===== config.mk =====
export PLATFORM = sky130hd
export DESIGN_NAME = encoder_button_input_front_end_core_flat
export DESIGN_NICKNAME = d
export VERILOG_FILES = /design/src/design/ebfe_pkg.sv /design/src/design/ebfe_stream_if.sv /design/src/design/encoder_button_input_front_end_core.sv /design/src/flat_wrapper.sv
export SDC_FILE = /design/constraint.sdc
export NUM_CORES = 1
export LEC_CHECK = 0
export ABC_AREA = 1
export BUFFER_PORTS_ARGS = -buffer_cell sky130_fd_sc_hd__buf_2
export CORE_ASPECT_RATIO = 1.5
export CORE_MARGIN = 1.5
export CORE_UTILIZATION = 30
export CTS_CLUSTER_DIAMETER = 120
export CTS_CLUSTER_SIZE = 16
export DETAILED_ROUTE_END_ITERATION = 12
export PLACE_DENSITY = 0.43
export SLEW_MARGIN = 10
export SYNTH_ARGS = -nofsm -noshare
export SYNTH_HDL_FRONTEND = slang
export SYNTH_SLANG_ARGS = --single-unit

===== constraint.sdc =====
create_clock -name clk -period 9.21 [get_ports clk]
set_clock_uncertainty 0.15 [all_clocks]
set_input_delay 1.842 -clock clk [delete_from_list [all_inputs] [get_ports clk]]
set_output_delay 1.842 -clock clk [all_outputs]
set_load 0.05 [all_outputs]

===== src/design/ebfe_pkg.sv =====
// types, constants and the quadrature table for the encoder and button front end
package ebfe_pkg;

	localparam int unsigned DetentW     = 4;
	localparam int unsigned LongPressW  = 16;
	localparam int unsigned AutoOffW    = 24;
	localparam int unsigned AccumW      = 5;
	localparam int unsigned CfgDataW    = 24;
	localparam int unsigned CfgIndexW   = 2;

	localparam logic [DetentW-1:0]    DetentReset    = 4'd4;
	localparam logic [LongPressW-1:0] LongPressReset = 16'd800;
	localparam logic [AutoOffW-1:0]   AutoOffReset   = 24'd60000;
	localparam logic [1:0]            GrayReset      = 2'd3;
	localparam logic [AutoOffW-1:0]   IdleMax        = '1;

	typedef enum logic [CfgIndexW-1:0] {
		REG_DETENT     = 2'd0,
		REG_LONG_PRESS = 2'd1,
		REG_AUTO_OFF   = 2'd2
	} cfg_reg_t;

	typedef struct packed {
		logic enc_a;
		logic enc_b;
		logic button_level;
	} in_item_t;

	typedef struct packed {
		logic step_up;
		logic step_down;
		logic click;
		logic back;
		logic display_on;
		logic activity;
	} out_item_t;

	// index is {previous gray state, current gray state}
	function automatic logic signed [1:0] quad_delta(input logic [3:0] idx);
		logic signed [1:0] d;
		case (idx)
			4'd1, 4'd7, 4'd8, 4'd14: d = -2'sd1;
			4'd2, 4'd4, 4'd11, 4'd13: d = 2'sd1;
			default: d = 2'sd0;
		endcase
		return d;
	endfunction

endpackage


===== src/design/ebfe_stream_if.sv =====
// valid/ready channel carrying one payload item per transfer
interface ebfe_stream_if #(
	parameter type payload_t = logic
);
	logic     valid;
	logic     ready;
	payload_t data;

	modport source (output valid, output data, input ready);
	modport sink (input valid, input data, output ready);
endinterface


===== src/design/encoder_button_input_front_end_core.sv =====
// encoder and button front end: quadrature decode, press timing and display timeout
//
//   channel   dir  payload              transfer
//   in_ch     in   enc_a enc_b button   valid & ready
//   out_ch    out  step/click/display   valid & ready
//   cfg       in   index, data          cfg_wr_en
//
// one sample is taken per cycle unless out_ch stalls; its result is registered
// the state registers and the result register are the only storage on the path
// a sample is taken while the result register is empty or being drained
// arst_n clears state to both pins high, button released, counters zero, display on
// configuration registers reset to detent 4, long press 800, auto off 60000
module encoder_button_input_front_end_core (
	input  logic                              clk,
	input  logic                              arst_n,
	ebfe_stream_if.sink                       in_ch,
	ebfe_stream_if.source                     out_ch,
	input  logic                              cfg_wr_en,
	input  logic [ebfe_pkg::CfgIndexW-1:0]    cfg_index,
	input  logic [ebfe_pkg::CfgDataW-1:0]     cfg_data
);

	logic [ebfe_pkg::DetentW-1:0]     detent_q;
	logic [ebfe_pkg::LongPressW-1:0]  long_press_q;
	logic [ebfe_pkg::AutoOffW-1:0]    auto_off_q;

	logic [1:0]                       gray_q;
	logic signed [ebfe_pkg::AccumW-1:0] accum_q;
	logic                             button_q;
	logic [ebfe_pkg::LongPressW-1:0]  held_q;
	logic [ebfe_pkg::AutoOffW-1:0]    idle_q;
	logic                             display_q;

	ebfe_pkg::out_item_t              res_q;
	logic                             res_valid_q;

	logic                             accept;
	ebfe_pkg::in_item_t               smp;
	logic [1:0]                       gray_cur;
	logic                             enc_change;
	logic signed [1:0]                quad_d;
	logic signed [ebfe_pkg::AccumW:0] det_s;
	logic signed [ebfe_pkg::AccumW:0] accum_sum;
	logic signed [ebfe_pkg::AccumW:0] accum_adj;
	logic                             up;
	logic                             down;
	logic [ebfe_pkg::LongPressW-1:0]  held_inc;
	logic                             click;
	logic                             back;
	logic                             act;
	logic [ebfe_pkg::LongPressW-1:0]  held_d;
	logic [ebfe_pkg::AutoOffW-1:0]    idle_d;
	logic                             display_d;
	ebfe_pkg::cfg_reg_t               cfg_sel;

	assign accept       = in_ch.valid && in_ch.ready;
	assign in_ch.ready  = !res_valid_q || out_ch.ready;
	assign out_ch.valid = res_valid_q;
	assign out_ch.data  = res_q;
	assign smp          = in_ch.data;
	assign cfg_sel      = ebfe_pkg::cfg_reg_t'(cfg_index);

	always_ff @(posedge clk or negedge arst_n) begin
		if (!arst_n) begin
			detent_q     <= ebfe_pkg::DetentReset;
			long_press_q <= ebfe_pkg::LongPressReset;
			auto_off_q   <= ebfe_pkg::AutoOffReset;
		end else if (cfg_wr_en) begin
			case (cfg_sel)
				ebfe_pkg::REG_DETENT:     detent_q     <= cfg_data[ebfe_pkg::DetentW-1:0];
				ebfe_pkg::REG_LONG_PRESS: long_press_q <= cfg_data[ebfe_pkg::LongPressW-1:0];
				ebfe_pkg::REG_AUTO_OFF:   auto_off_q   <= cfg_data[ebfe_pkg::AutoOffW-1:0];
				default: ;
			endcase
		end
	end

	always_comb begin
		gray_cur   = {smp.enc_a, smp.enc_b};
		enc_change = (gray_cur != gray_q);
		quad_d     = ebfe_pkg::quad_delta({gray_q, gray_cur});
		// zero detent behaves as one
		det_s      = (detent_q == '0) ? 6'sd1 : $signed({2'b00, detent_q});
		accum_sum  = $signed({accum_q[ebfe_pkg::AccumW-1], accum_q})
			+ $signed({{(ebfe_pkg::AccumW-1){quad_d[1]}}, quad_d});
		up         = enc_change && (accum_sum >= det_s);
		down       = enc_change && !up && (accum_sum <= -det_s);
		accum_adj  = up ? accum_sum - det_s : (down ? accum_sum + det_s : accum_sum);

		held_inc   = (held_q >= long_press_q) ? long_press_q : held_q + 1'b1;
		click      = 1'b0;
		back       = 1'b0;
		held_d     = held_q;
		if (smp.button_level != button_q) begin
			if (!smp.button_level) begin
				held_d = '0;
			end else if (held_inc >= long_press_q) begin
				back = 1'b1;
			end else begin
				click = 1'b1;
			end
		end else if (!smp.button_level) begin
			held_d = held_inc;
		end

		act       = enc_change || click || back;
		idle_d    = '0;
		display_d = 1'b1;
		if (!act) begin
			idle_d    = (idle_q == ebfe_pkg::IdleMax) ? idle_q : idle_q + 1'b1;
			display_d = display_q && !(idle_d > auto_off_q);
		end
	end

	always_ff @(posedge clk or negedge arst_n) begin
		if (!arst_n) begin
			gray_q    <= ebfe_pkg::GrayReset;
			accum_q   <= '0;
			button_q  <= 1'b1;
			held_q    <= '0;
			idle_q    <= '0;
			display_q <= 1'b1;
		end else if (accept) begin
			gray_q    <= gray_cur;
			if (enc_change) begin
				accum_q <= accum_adj[ebfe_pkg::AccumW-1:0];
			end
			button_q  <= smp.button_level;
			held_q    <= held_d;
			idle_q    <= idle_d;
			display_q <= display_d;
		end
	end

	always_ff @(posedge clk or negedge arst_n) begin
		if (!arst_n) begin
			res_valid_q <= 1'b0;
		end else if (accept) begin
			res_valid_q <= 1'b1;
		end else if (out_ch.ready) begin
			res_valid_q <= 1'b0;
		end
	end

	always_ff @(posedge clk) begin
		if (accept) begin
			res_q.step_up    <= up;
			res_q.step_down  <= down;
			res_q.click      <= click;
			res_q.back       <= back;
			res_q.display_on <= display_d;
			res_q.activity   <= act;
		end
	end

	a_step_excl: assert property (@(posedge clk) disable iff (!arst_n)
		res_valid_q |-> !(res_q.step_up && res_q.step_down))
		else $error("step up and step down in one result");

	a_release_excl: assert property (@(posedge clk) disable iff (!arst_n)
		res_valid_q |-> !(res_q.click && res_q.back))
		else $error("click and back in one result");

	a_event_activity: assert property (@(posedge clk) disable iff (!arst_n)
		res_valid_q && (res_q.step_up || res_q.step_down || res_q.click || res_q.back)
		|-> res_q.activity && res_q.display_on)
		else $error("event without activity or with display off");

	a_display_track: assert property (@(posedge clk) disable iff (!arst_n)
		$past(accept) |-> res_q.display_on == display_q)
		else $error("result display flag differs from display state");

endmodule


===== src/flat_wrapper.sv =====
// flat-port wrapper written by rule: the top's interface ports become plain ports
module encoder_button_input_front_end_core_flat 
  (clk, arst_n, cfg_wr_en, cfg_index, cfg_data, in_ch_valid, in_ch_data, in_ch_ready, out_ch_valid, out_ch_data, out_ch_ready);
  ebfe_stream_if #(.payload_t(ebfe_pkg::in_item_t)) in_ch_i ();
  ebfe_stream_if #(.payload_t(ebfe_pkg::out_item_t)) out_ch_i ();
  input  logic clk;
  input  logic arst_n;
  input  logic cfg_wr_en;
  input  logic [ebfe_pkg::CfgIndexW-1:0] cfg_index;
  input  logic [ebfe_pkg::CfgDataW-1:0] cfg_data;
  input wire logic [$bits(in_ch_i.valid)-1:0] in_ch_valid;
  input wire logic [$bits(in_ch_i.data)-1:0] in_ch_data;
  output wire logic [$bits(in_ch_i.ready)-1:0] in_ch_ready;
  output wire logic [$bits(out_ch_i.valid)-1:0] out_ch_valid;
  output wire logic [$bits(out_ch_i.data)-1:0] out_ch_data;
  input wire logic [$bits(out_ch_i.ready)-1:0] out_ch_ready;
  assign in_ch_i.valid = in_ch_valid;
  assign in_ch_i.data = in_ch_data;
  assign in_ch_ready = in_ch_i.ready;
  assign out_ch_valid = out_ch_i.valid;
  assign out_ch_data = out_ch_i.data;
  assign out_ch_i.ready = out_ch_ready;
  encoder_button_input_front_end_core u_core (.clk(clk), .arst_n(arst_n), .in_ch(in_ch_i), .out_ch(out_ch_i), .cfg_wr_en(cfg_wr_en), .cfg_index(cfg_index), .cfg_data(cfg_data));
endmodule

After elaboration in Yosys (flattened, before gate mapping)
Memory sizes are Yosys's and may differ from the RTL's.
Cells that the tools add are included.
- add/sub/neg operators: 6
- magnitude comparators: 5
- equality and inequality tests: 5
- muxes and demuxes: 18
- bitwise gates (word level): 1
- reductions and logical operators: 19
- operator list (kind ; number):
    $mux 16 ; 4
    $mux 24 ; 2
    $ge 16x16->1 ; 2
    $add 24x1->24 const B ; 1
    $eq 24x24->1 const B ; 1
    $gt 24x24->1 ; 1
    $add 16x1->16 const B ; 1
    $mux 5 ; 2
    $reduce_and 2->1 ; 5
    $mux 1 ; 9
    $add 5x2->6 ; 1
    $ge 6x5->1 ; 1
    $le 6x6->1 ; 1
    $neg 6->6 ; 1
    $add 5x5->5 ; 1
    $logic_and 1x1->1 ; 5
    $sub 5x5->5 ; 1
    $logic_not 4->1 ; 1
    $mux 4 ; 1
    $logic_not 1->1 ; 3
    $logic_or 1x1->1 ; 3
    $eq 2x1->1 const B ; 1
    $eq 2x2->1 const B ; 1
    $logic_not 2->1 ; 1
    other kinds (4) ; 4
- flip-flop bits (word level): 100
- bits in read-only memories: 32
- output and inout bits: 8
- memories kept: 1
- memory list (name ; depth ; bits a word ; rd ports ; clocked after memory_dff ; write ports ; line ; text):
    (name not given) ; 16 ; 2 ; 1 ; 0 ; 0 ; ebfe_pkg.sv:41 ; case (idx)

Longest topological paths before layout
Gate-level depths: netlist of the first run.
- depth in word-level cells: 9
- depth in mapped cells: 24
- depth with buffers taken out: 24

Worst setup path after synthesis of the first run
OpenSTA, ideal clock, no wires.
- kind: input-to-reg
- start point: in in_ch_data[2]
- end point: reg u_core.accum_q[1] in the netlist's numbering
- arrival: 4817 ps
- setup slack: 4122 ps
- cell stages on the path: 22
- path buffers: 0
- cells stage by stage: inv_1 > ha_1 > or2_2 > a32oi_1 > inv_1 > ha_1 > nand3_1 > nand3_1 > or2_2 > nand2_1 > inv_1 > ha_1 > nand3_1 > nand3_1 > nor2_1 > nand3_1 > nand2_1 > nand3_2 > nand2_1 > nand2_1 > o21bai_1 > nand2_1
- cells in the longest elaborated chain, start to end: 9
- ends and longest elaborated chain (what ; line ; text):
    from (decl) ; flat_wrapper.sv:12 ; input wire logic [$bits(in_ch_i.data)-1:0] in_ch_data;
    $mem_v2 16x2 ; -- ;
    $add 5x2->6 ; encoder_button_input_front_end_core.sv:85 ; + $signed({{(ebfe_pkg::AccumW-1){quad_d[1]}}, quad_d});
    $ge 6x5->1 ; encoder_button_input_front_end_core.sv:86 ; up = enc_change && (accum_sum >= det_s);
    $logic_and 1x1->1 ; encoder_button_input_front_end_core.sv:86 ;
    $logic_not 1->1 ; encoder_button_input_front_end_core.sv:87 ; down = enc_change && !up && (accum_sum <= -det_s);
    $logic_and 1x1->1 (2 in series) ; encoder_button_input_front_end_core.sv:87 ;
    $mux 5 (2 in series) ; encoder_button_input_front_end_core.sv:88 ; accum_adj = up ? accum_sum - det_s : (down ? accum_sum + det_s : accum_sum);
    to (signal assigned) ; encoder_button_input_front_end_core.sv:126 ; accum_q <= accum_adj[ebfe_pkg::AccumW-1:0];
    to (decl) ; encoder_button_input_front_end_core.sv:28 ; logic signed [ebfe_pkg::AccumW-1:0] accum_q;
Parallel ways exist; a longest one is shown, timed or not.
A chain may end at the register's enable or synchronous reset.

Final worst setup path of the first run
- start point: in in_ch_data[2]
- end point: reg u_core.accum_q[3] in the netlist's numbering
Same word-level chain as after synthesis.

==> impl_results.md, run 1 <==
- Setup Crit Path Kind: in2reg
- Initial drt markers: 263
- Dominant cell by count in the synthesized netlist: nand2_1
- Mapped Cells: 1004
- WP data arrival: 5.33 ns
- Slew HR: 25.49%
- Vias in the first global route: 6450
- Nets: 1152
- Initial DRT Pass Iterations: 4
- Die area: 26110 um2
- Crit path time final: 5.223 ns
- Synthesized cell area: 7538 um2
- Row count: 70
- Post-synth top area cell: dfrtp_1
- Post-route cell area: 8367 um2
- Finished Core Util: 34.12%
- CTS Buf Count: 9
- Status: complete, no violations
- Synthesis-to-finish area growth: 10.99%
- Number of setup buffers added after CTS: 0
- Post-route ant nets: 0
- Drt wl/cell: 14.96 um
- Max-cap violation count: 0
- Seq cells post-synth: 100
- Post-Syn Area per Cell: 7.508 um2
- Max-slew violation count: 0
- Cells taking the most area after synthesis: dfrtp_1 26%, ha_1 13%, nand2_1 12%
- First-pass GRT wire length: 33630 um
- Final Instance Count excl. Fillers: 1363
- Vert. Die Dim: 197.1 um
- Post-synth top cells: 250 x nand2_1, 157 x inv_1, 81 x ha_1, 79 x dfrtp_1, 60 x nor2_1
- Vias: 6264
- DRT Wirelength: 20390 um
- # clock sinks: 100
- DP Worst Slack: 3.614 ns
- Antenna fix cells: 0
- Mapped Nets: 1122
- Static Leakage: 0.004383 uW
- Gr ovfl total: 0
- Pwr dens: 240.7 nW/um2
- Initial core utilization: 30.74%
- Ys Warns: 0
- Fin. Hold Viols: 0
- Slew @ Worst Pin: 1.115 ns
- Crit-path max FO: 6
- Post_cts resized: 0
- CORE AREA: 24520 um2
- Worst Hold Class: reg2reg
- Clock Tree Buf Depth: 2
- Hpwl dp: 15520 um
- Total GRT Usage: 16.67%
- Setup crit end kind: flip-flop
- Ratio of cells with drive above 1 in the final layout: 11.74%
- Max IR drop VDD: 0.09912 mV
- Startpoint Class: input port
- CP required: 9.32 ns
- Final TNS setup: 0 ns
- Pin count of the biggest net entering global routing: 65
- CTS tree: done
- Max Freq: 0.1914 GHz
- H-tree depth: 3
- Worst-path clk slew: 0.08 ns
- RSZ-0062 raised after global routing: false
- Dpl cells: 1347
- Die X: 132.4 um
- Asr flop ratio synth: 94.00%
- Post-DP Area: 8059 um2
- Initial antenna violation count: 0
- Vias/cell: 4.596
- # setup viols final: 0
- Io pins: 42
- Final worst path period share: 56.71%
- GPL Wtd Cong: 0.8592
- CTS Hold Buffers Added: 0
- Post-synth EDFFs: 6
- Root buf cell: clkbuf_16
- Worst setup margin: 3.987 ns
- Top_reg_cell synth: dfrtp_1
- Worst skew pair latency: 0.37 ns
- DRC viols: 0
- PortBufs: 41
- Yosys cell types: 47
- Yosys top cell area share: 26.22%
- Sequential element share of the synthesized area: 33.84%
where the power goes:
group | switching (uW) | leakage [uW] | total (uW) | internal, uW
Sequential | 62.1 | 0.00124 | 585 | 523
Clock | 201 | 0.000152 | 419 | 218
Combinational | 640 | 0.00300 | 1010 | 369
critical path: stages:
cell and delay [ns]:
buf_2 0.12, inv_1 0.07, ha_1 0.17, or2_2 0.28
a32oi_1 0.31, inv_1 0.15, ha_1 0.35, nand3_1 0.10
nand3_1 0.08, or2_2 0.27, nand2_1 0.08, inv_1 0.09
ha_1 0.38, nand3_1 0.10, nand3_1 0.09, nor2_1 0.10
nand3_1 0.09, nand2_1 0.18, nand3_2 0.14, nand2_1 0.13
nor2_1 0.05, nor2_1 0.11, nor2_1 0.05
layout make-up:
type                       count  area [um2]
clock buffer                  10       229.0
fill                        2692       16160
inverter                     167       626.9
timing repair buffer          44       230.2
sequential                   100        2551
tap                          324       405.4
multi-input combinational    712        4245
clock inverter                 6       78.83
cell usage in the layout (no fill, tap or decap), types with 3 or more instances in the layout:
cell	count
nor2_1	60
buf_2	40
nand3_2	6
nand4_1	30
nor3_1	12
nand2_1	250
nor2_4	4
nand2_2	5
nand3_1	56
dfstp_2	15
inv_2	9
inv_1	157
fa_1	3
nor3_2	8
clkbuf_16	9
edfxtp_1	6
a21oi_2	3
and2_1	11
o22ai_1	5
xor2_1	31
o21ai_0	58
nor2_2	3
o21ai_1	6
or2_2	5
xnor2_1	8
dfrtp_1	79
ha_1	81
buf_4	4
a22o_1	3
a21oi_1	46
logic make-up (layout without fill, tap and decap cells):
logic type | count (synthesis) | count (layout) | synth area share [%]
AO/OA/AOI/OAI | 130 | 130 | 9.428
XOR/XNOR | 40 | 40 | 4.747
flip-flops | 100 | 100 | 33.84
buffers and inverters | 192 | 227 | 9.909
AND/OR/NAND/NOR | 457 | 457 | 27.78
other | 1 | 1 | 0.04974
adder cells (fa/ha/maj) | 84 | 84 | 14.24
final timing paths:
kind	startpoint	end	slack [ns]	cells past startpoint
worst max-delay path	in_ch_data[2]	u_core.accum_q[3]	3.99	23
worst min-delay path	u_core.long_press_q[2]	u_core.long_press_q[2]	0.34	2
worst max register to register	u_core.held_q[3]	u_core.out_ch.data[3]	4.96	19
worst min register to register	u_core.long_press_q[2]	u_core.long_press_q[2]	0.34	2
max in group asynchronous	arst_n	u_core.accum_q[4]	6.38	2
min in group asynchronous	arst_n	u_core.auto_off_q[12]	1.26	1
per-stage QoR:
| step | total power, uW | hold slack (ns) |
|---|---|---|
| final | 2014 | 0.3398 |
| after global routing | 2227 | 0.3564 |
| after CTS | 2044 | 0.3428 |
| after detailed placement | 1610 | 0.3230 |
| after global placement | 1616 | 0.3147 |
| after floorplan | 1351 | 0.3030 |
state kept, by name, summed over array words and instances (netlist names):
register and cells:
u_core.held_q 16, u_core.out_ch.data 6, u_core.accum_q 5, u_core.button_q 1, u_core.detent_q 4, u_core.idle_q 24, u_core.out_ch.valid 1, u_core.long_press_q 16
u_core.gray_q 2, u_core.display_q 1, u_core.auto_off_q 24
routing by layer:
layer | global-route usage [%] | part of all wire [%] | vias to the layer above
li1 | - | - | 3277
met1 | 18.90 | 42 | 2903
met2 | 31.72 | 54 | 63
met3 | 2.130 | 2.0 | 21
met4 | 5.983 | 2.2 | 0
met5 | 0 | 0 | -
(Power assumes the default switching activity.)
==> run 2: changes to the inputs <==
ABC_AREA = 0   (was 1)
PLACE_DENSITY = 0.45   (was 0.43)
clock period = 4.5 ns   (was 9.21 ns; I/O delays follow)
==> impl_results.md, run 2 <==
- Post-synth top cells: 81 x ha_1, 79 x dfrtp_1, 68 x nand2_1, 66 x inv_1, 50 x o21ai_0
- Crit-path max FO: 21
- Pwr dens: 428.9 nW/um2
- Gr ovfl total: 0
- Max Freq: 0.2402 GHz
- Worst setup margin: 0.3360 ns
- Setup crit end kind: flip-flop
- Vias in the first global route: 5839
- Launch point of the worst reg-to-reg path: u_core.long_press_q[5]
- Vert. Die Dim: 194.4 um
- Pin count of the biggest net entering global routing: 59
- Dominant cell by count in the synthesized netlist: ha_1
- Worst skew pair latency: 0.36 ns
- Max-slew violation count: 0
- DRT Wirelength: 18620 um
- Sequential element share of the synthesized area: 34.81%
- CORE AREA: 23830 um2
- WP data arrival: 4.12 ns
- Clock Tree Buf Depth: 2
- Synthesis-to-finish area growth: 14.20%
- Worst setup path endpoint: u_core.out_ch.data[2]
- Initial core utilization: 30.76%
- CTS Hold Buffers Added: 0
- Setup Crit Path Kind: reg2reg
- Post-synth EDFFs: 6
- Startpoint Class: flip-flop
- Nets: 949
- Die area: 25400 um2
- Yosys cell types: 62
- Reg2reg path depth: 17
- Slew @ Worst Pin: 0.9949 ns
- Vias/cell: 4.904
- Synthesized cell area: 7330 um2
- HP Start: u_core.accum_q[0]
- Row count: 69
- Initial drt markers: 241
- Top_reg_cell synth: dfrtp_1
- Final TNS setup: 0 ns
- Final worst path period share: 92.53%
- Worst-path clk slew: 0.07 ns
- GPL Wtd Cong: 0.7597
- Io pins: 42
- Mapped Nets: 894
- CTS Buf Count: 9
- Worst Hold Class: reg2reg
- Most common cell after layout, fill and taps aside: ha_1
- Post-Syn Area per Cell: 9.445 um2
- First-pass GRT wire length: 30620 um
- PortBufs: 41
- Crit path time final: 4.164 ns
- Number of setup buffers added after CTS: 0
- Post-synth top area cell: dfrtp_1
- Post-route ant nets: 0
- RSZ-0062 raised after global routing: false
- # clock sinks: 100
- Root buf cell: clkbuf_16
- Vias: 5664
- Largest regs: u_core.auto_off_q: 24 flops, u_core.idle_q: 24 flops
- Fin. Hold Viols: 0
- Drt wl/cell: 16.12 um
- Ys Warns: 0
- Asr flop ratio synth: 94.00%
- CP required: 4.45 ns
- Static Leakage: 0.004046 uW
- H-tree depth: 3
- CTS tree: done
- Crit path max-delay cell type: dfstp_2
- Seq cells post-synth: 100
- Die X: 130.6 um
- Crit-path max cell delay: 0.55 ns
- Mapped Cells: 776
- Initial DRT Pass Iterations: 4
- DP Worst Slack: -0.05724 ns
- Crit path top cell by count: a21oi_1
- Initial antenna violation count: 0
- Status: complete, no violations
- Slew HR: 33.47%
- Cells along the critical path: inv_1 -> ha_1 -> a211o_1 -> a21oi_1 -> o21ai_1 -> a2111oi_2 -> o21ai_4 -> nor2_1 -> a21oi_1 -> ha_1 -> nand2b_1 -> a21o_1 -> a21o_1 -> a21oi_1 -> o21ai_0 -> a21oi_1 -> a21oi_1
- Reg2Reg Setup Slack: 0.34 ns
- Max-cap violation count: 0
- Most frequent cells in the layout: 81 x ha_1, 79 x dfrtp_1, 68 x nand2_1
- Reg2reg end: u_core.out_ch.data[2]
- Antenna fix cells: 0
- Max IR drop VDD: 0.2231 mV
- Yosys top cell area share: 26.97%
- Cells taking the most area after synthesis: dfrtp_1 27%, ha_1 14%, mux2_2 6.6%
- Total GRT Usage: 15.70%
- Hpwl dp: 14150 um
- Ratio of cells with drive above 1 in the final layout: 18.66%
- # setup viols final: 0
- Post_cts resized: 0
- DRC viols: 0
- Crit path from: u_core.long_press_q[5]
==> run 2: cell types whose count changed after synthesis, moves of 13 or more <==
cell	previous run	this run
o31ai_1	0	19
nand3_1	57	16
inv_1	157	66
nor2_1	60	38
xnor2_1	8	28
and3_1	1	18
mux2_2	0	43
nor2b_1	0	13
a21o_1	1	18
nand4_1	30	9
nand2_1	250	68
mux2i_1	0	16
==> run 2: worst min-delay path by stage <==
stage | endpoint | depth (start not counted)
finish | u_core.accum_q[0] | 2
CTS | u_core.accum_q[0] | 2
global route | u_core.auto_off_q[16] | 1
global placement | u_core.auto_off_q[19] | 1
detailed placement | u_core.accum_q[0] | 2
floorplan | u_core.accum_q[0] | 2
==> run 2: layer usage <==
| layer | vias to the layer above | track usage [%] | share of wire, % |
|---|---|---|---|
| met5 | - | 0 | 0 |
| met4 | 0 | 4.843 | 1.4 |
| met3 | 13 | 1.762 | 2.0 |
| met2 | 46 | 29.67 | 54 |
| met1 | 2749 | 18.02 | 43 |
| li1 | 2856 | - | - |
==> run 2: kinds of logic after synthesis <==
kind of cell	after synthesis	share of synthesized area (%)
buffers and inverters	93	4.899
other	1	0.05116
AO/OA/AOI/OAI	175	15.76
adder cells (fa/ha/maj)	84	14.65
AND/OR/NAND/NOR	216	15.12
multiplexers	60	9.099
XOR/XNOR	47	5.616
flip-flops	100	34.81
==> run 2: worst max-delay path: cells and delay by family, from the launching register on <==
family                   cells  cell delay, ns
AND/OR/NAND/NOR              2            0.29
adder cells (fa/ha/maj)      2            0.57
AO/OA/AOI/OAI               12            2.28
buffers and inverters        1            0.07
flip-flops                   1            0.55
==> run 2: stage by stage <==
stage / hold slack, ns / power [uW] / std cells / area, um2 / util, %
2_1_floorplan: 0.3063 / 2242 / 776 / 7330 / -
3_3_place_gp: 0.3376 / 2781 / 1139 / 8058 / 33.82
3_5_place_dp: 0.3363 / 2777 / 1139 / 8058 / 33.82
4_1_cts: 0.3610 / 3649 / 1155 / 8371 / 35.13
5_1_grt: 0.3778 / 3897 / 1155 / 8371 / 35.13
6_report: 0.3547 / 3590 / 1155 / 8371 / 35.13
==> run 2: report_power, final <==
group          internal, uW  leakage [uW]  switching (uW)
clock network           466      0.000143             372
logic                   718       0.00267             864
registers              1060       0.00123             113
==> run 2: area by class of cell <==
class / count / area [um2]
Clock buffer: 11 / 254.0
Inverter: 67 / 251.5
Clock inverter: 5 / 58.81
Multi-Input combinational cell: 583 / 4431
Tap cell: 319 / 399.1
Sequential cell: 100 / 2551
Timing Repair Buffer: 70 / 425.4
Fill cell: 2542 / 15460
==> run 3: changes to the inputs <==
PLACE_DENSITY = 0.51   (was 0.45)
==> impl_results.md, run 3 (synthesized netlist as in run 2, its figures left out) <==
- Max Freq: 0.2369 GHz
- Slew @ Worst Pin: 1.025 ns
- Cells along the critical path: buf_2 -> buf_4 -> ha_1 -> mux4_2 -> ha_1 -> a21o_1 -> a21oi_1 -> xnor2_1 -> ha_1 -> nand4_1 -> o21bai_1 -> a31oi_1 -> nor2_1 -> a21oi_1 -> a21oi_1 -> a22o_1
- Vias in the first global route: 5681
- Reg2Reg Setup Slack: 0.36 ns
- Row count: 69
- Io pins: 42
- H-tree depth: 3
- Fill count: 2493
- Initial core utilization: 30.76%
- GPL Wtd Cong: 0.7848
- Initial antenna violation count: 0
- Post-route cell area: 8287 um2
- Pin count of the biggest net entering global routing: 38
- # clock sinks: 100
- Initial DRT Pass Iterations: 4
- Most frequent cells in the layout: 81 x ha_1, 79 x dfrtp_1, 68 x nand2_1
- Drt wl/cell: 15.43 um
- Synthesis-to-finish area growth: 13.06%
- # setup viols final: 0
- Gr ovfl total: 0
- Pwr dens: 419.2 nW/um2
- Crit path time final: 4.222 ns
- CTS Buf Count: 9
- Slew HR: 31.43%
- Max-cap violation count: 0
- Initial drt markers: 308
- Dpl cells: 1129
- Startpoint Class: input port
- Vert. Die Dim: 194.4 um
- Status: complete, no violations
- Post-route ant nets: 0
- Crit-path max FO: 5
- DRT Wirelength: 17660 um
- Sequential standard cell area: 2551 um2
- Max IR drop VDD: 0.2144 mV
- Reg2reg end: u_core.out_ch.data[1]
- Setup Crit Path Kind: in2reg
- Total GRT Usage: 14.89%
- Worst skew pair latency: 0.36 ns
- Crit path max-delay cell type: mux4_2
- Crit. path cell count: 16
- Overall Power: 3474 uW
- Post_cts resized: 0
- Root buf cell: clkbuf_16
- Die area: 25400 um2
- Final worst path period share: 93.81%
- Nets: 939
- Crit path max-delay family: compound AO/OA/AOI/OAI gates
- WP data arrival: 4.31 ns
- Post-DP Area: 7995 um2
- CTS tree: done
- Vias: 5592
- Ratio of cells with drive above 1 in the final layout: 17.68%
- Worst Hold Class: in2async
- Worst-path clk slew: 0.07 ns
- DRC viols: 0
- Number of setup buffers added after CTS: 0
- WP buf/inv: 2
- Launch point of the worst reg-to-reg path: u_core.idle_q[0]
- Fin. Hold Viols: 0
- Die X: 130.6 um
- Clock Tree Buf Depth: 2
- Final TNS setup: 0 ns
- Antenna fix cells: 0
- CORE AREA: 23830 um2
- Max-slew violation count: 0
- Largest regs: u_core.auto_off_q: 24 flops, u_core.idle_q: 24 flops
- Crit-path max cell delay: 0.52 ns
- RSZ-0062 raised after global routing: false
- CP required: 4.59 ns
- Vias/cell: 4.884
- CTS Hold Buffers Added: 0
- Final Instance Count excl. Fillers: 1145
- Setup crit end kind: flip-flop
- Hpwl dp: 13460 um
- Reg2reg path depth: 15
- Multi-input gate area: 4431 um2
- Static Leakage: 0.003993 uW
- Most common cell after layout, fill and taps aside: ha_1
- First-pass GRT wire length: 29600 um
- PortBufs: 41
## run 3: changes by cell type in the layout (fill, tap and decap cells not counted)
cell        change
inv_4           +1
clkinvlp_4      -1
buf_12          +1
clkbuf_16       -1
buf_4          -11
clkinv_2        +1
## run 3: worst max-delay path by stage
| stage | start | to | slack, ns |
|---|---|---|---|
| 3_5_place_dp | in_ch_data[1] | u_core.accum_q[0] | -0.08 |
| 6_report | in_ch_data[1] | u_core.accum_q[1] | 0.28 |
| 5_1_grt | in_ch_data[2] | u_core.accum_q[0] | 0.03 |
| 4_1_cts | in_ch_data[1] | u_core.accum_q[1] | 0.29 |
| 3_3_place_gp | in_ch_data[1] | u_core.accum_q[1] | -0.001 |
| 2_1_floorplan | in_ch_data[1] | u_core.accum_q[1] | 0.23 |
## run 3: per-stage QoR
| step | setup WS [ns] | hold slack [ns] | util (%) |
|---|---|---|---|
| 2_1_floorplan | 0.2256 | 0.3063 | - |
| 3_3_place_gp | -0.001207 | 0.3384 | 33.55 |
| 3_5_place_dp | -0.07955 | 0.3444 | 33.55 |
| 4_1_cts | 0.2945 | 0.3233 | 34.78 |
| 5_1_grt | 0.02934 | 0.3354 | 34.78 |
| 6_report | 0.2783 | 0.3097 | 34.78 |
## run 3: power by group
part           internal (uW)  total [uW]  switching (uW)
clock                    432         798             366
sequential              1060        1170             115
combinational            669        1500             834
## run 3: area by class of cell
type                       instances  share of cell area (%)
clock buffer                      10                   2.763
clock inverter                     6                  0.7549
inverter                          67                   3.035
multi-input combinational        583                   53.47
sequential                       100                   30.79
tap                              319                   4.817
timing repair buffer              60                   4.379
## run 3: metal layers
metal	up-vias	global-route usage, %	routed length (um)
li1	2838	-	-
met1	2685	18.50	7613
met2	59	26.63	9303
met3	10	2.312	567
met4	0	3.460	178
met5	-	0	0
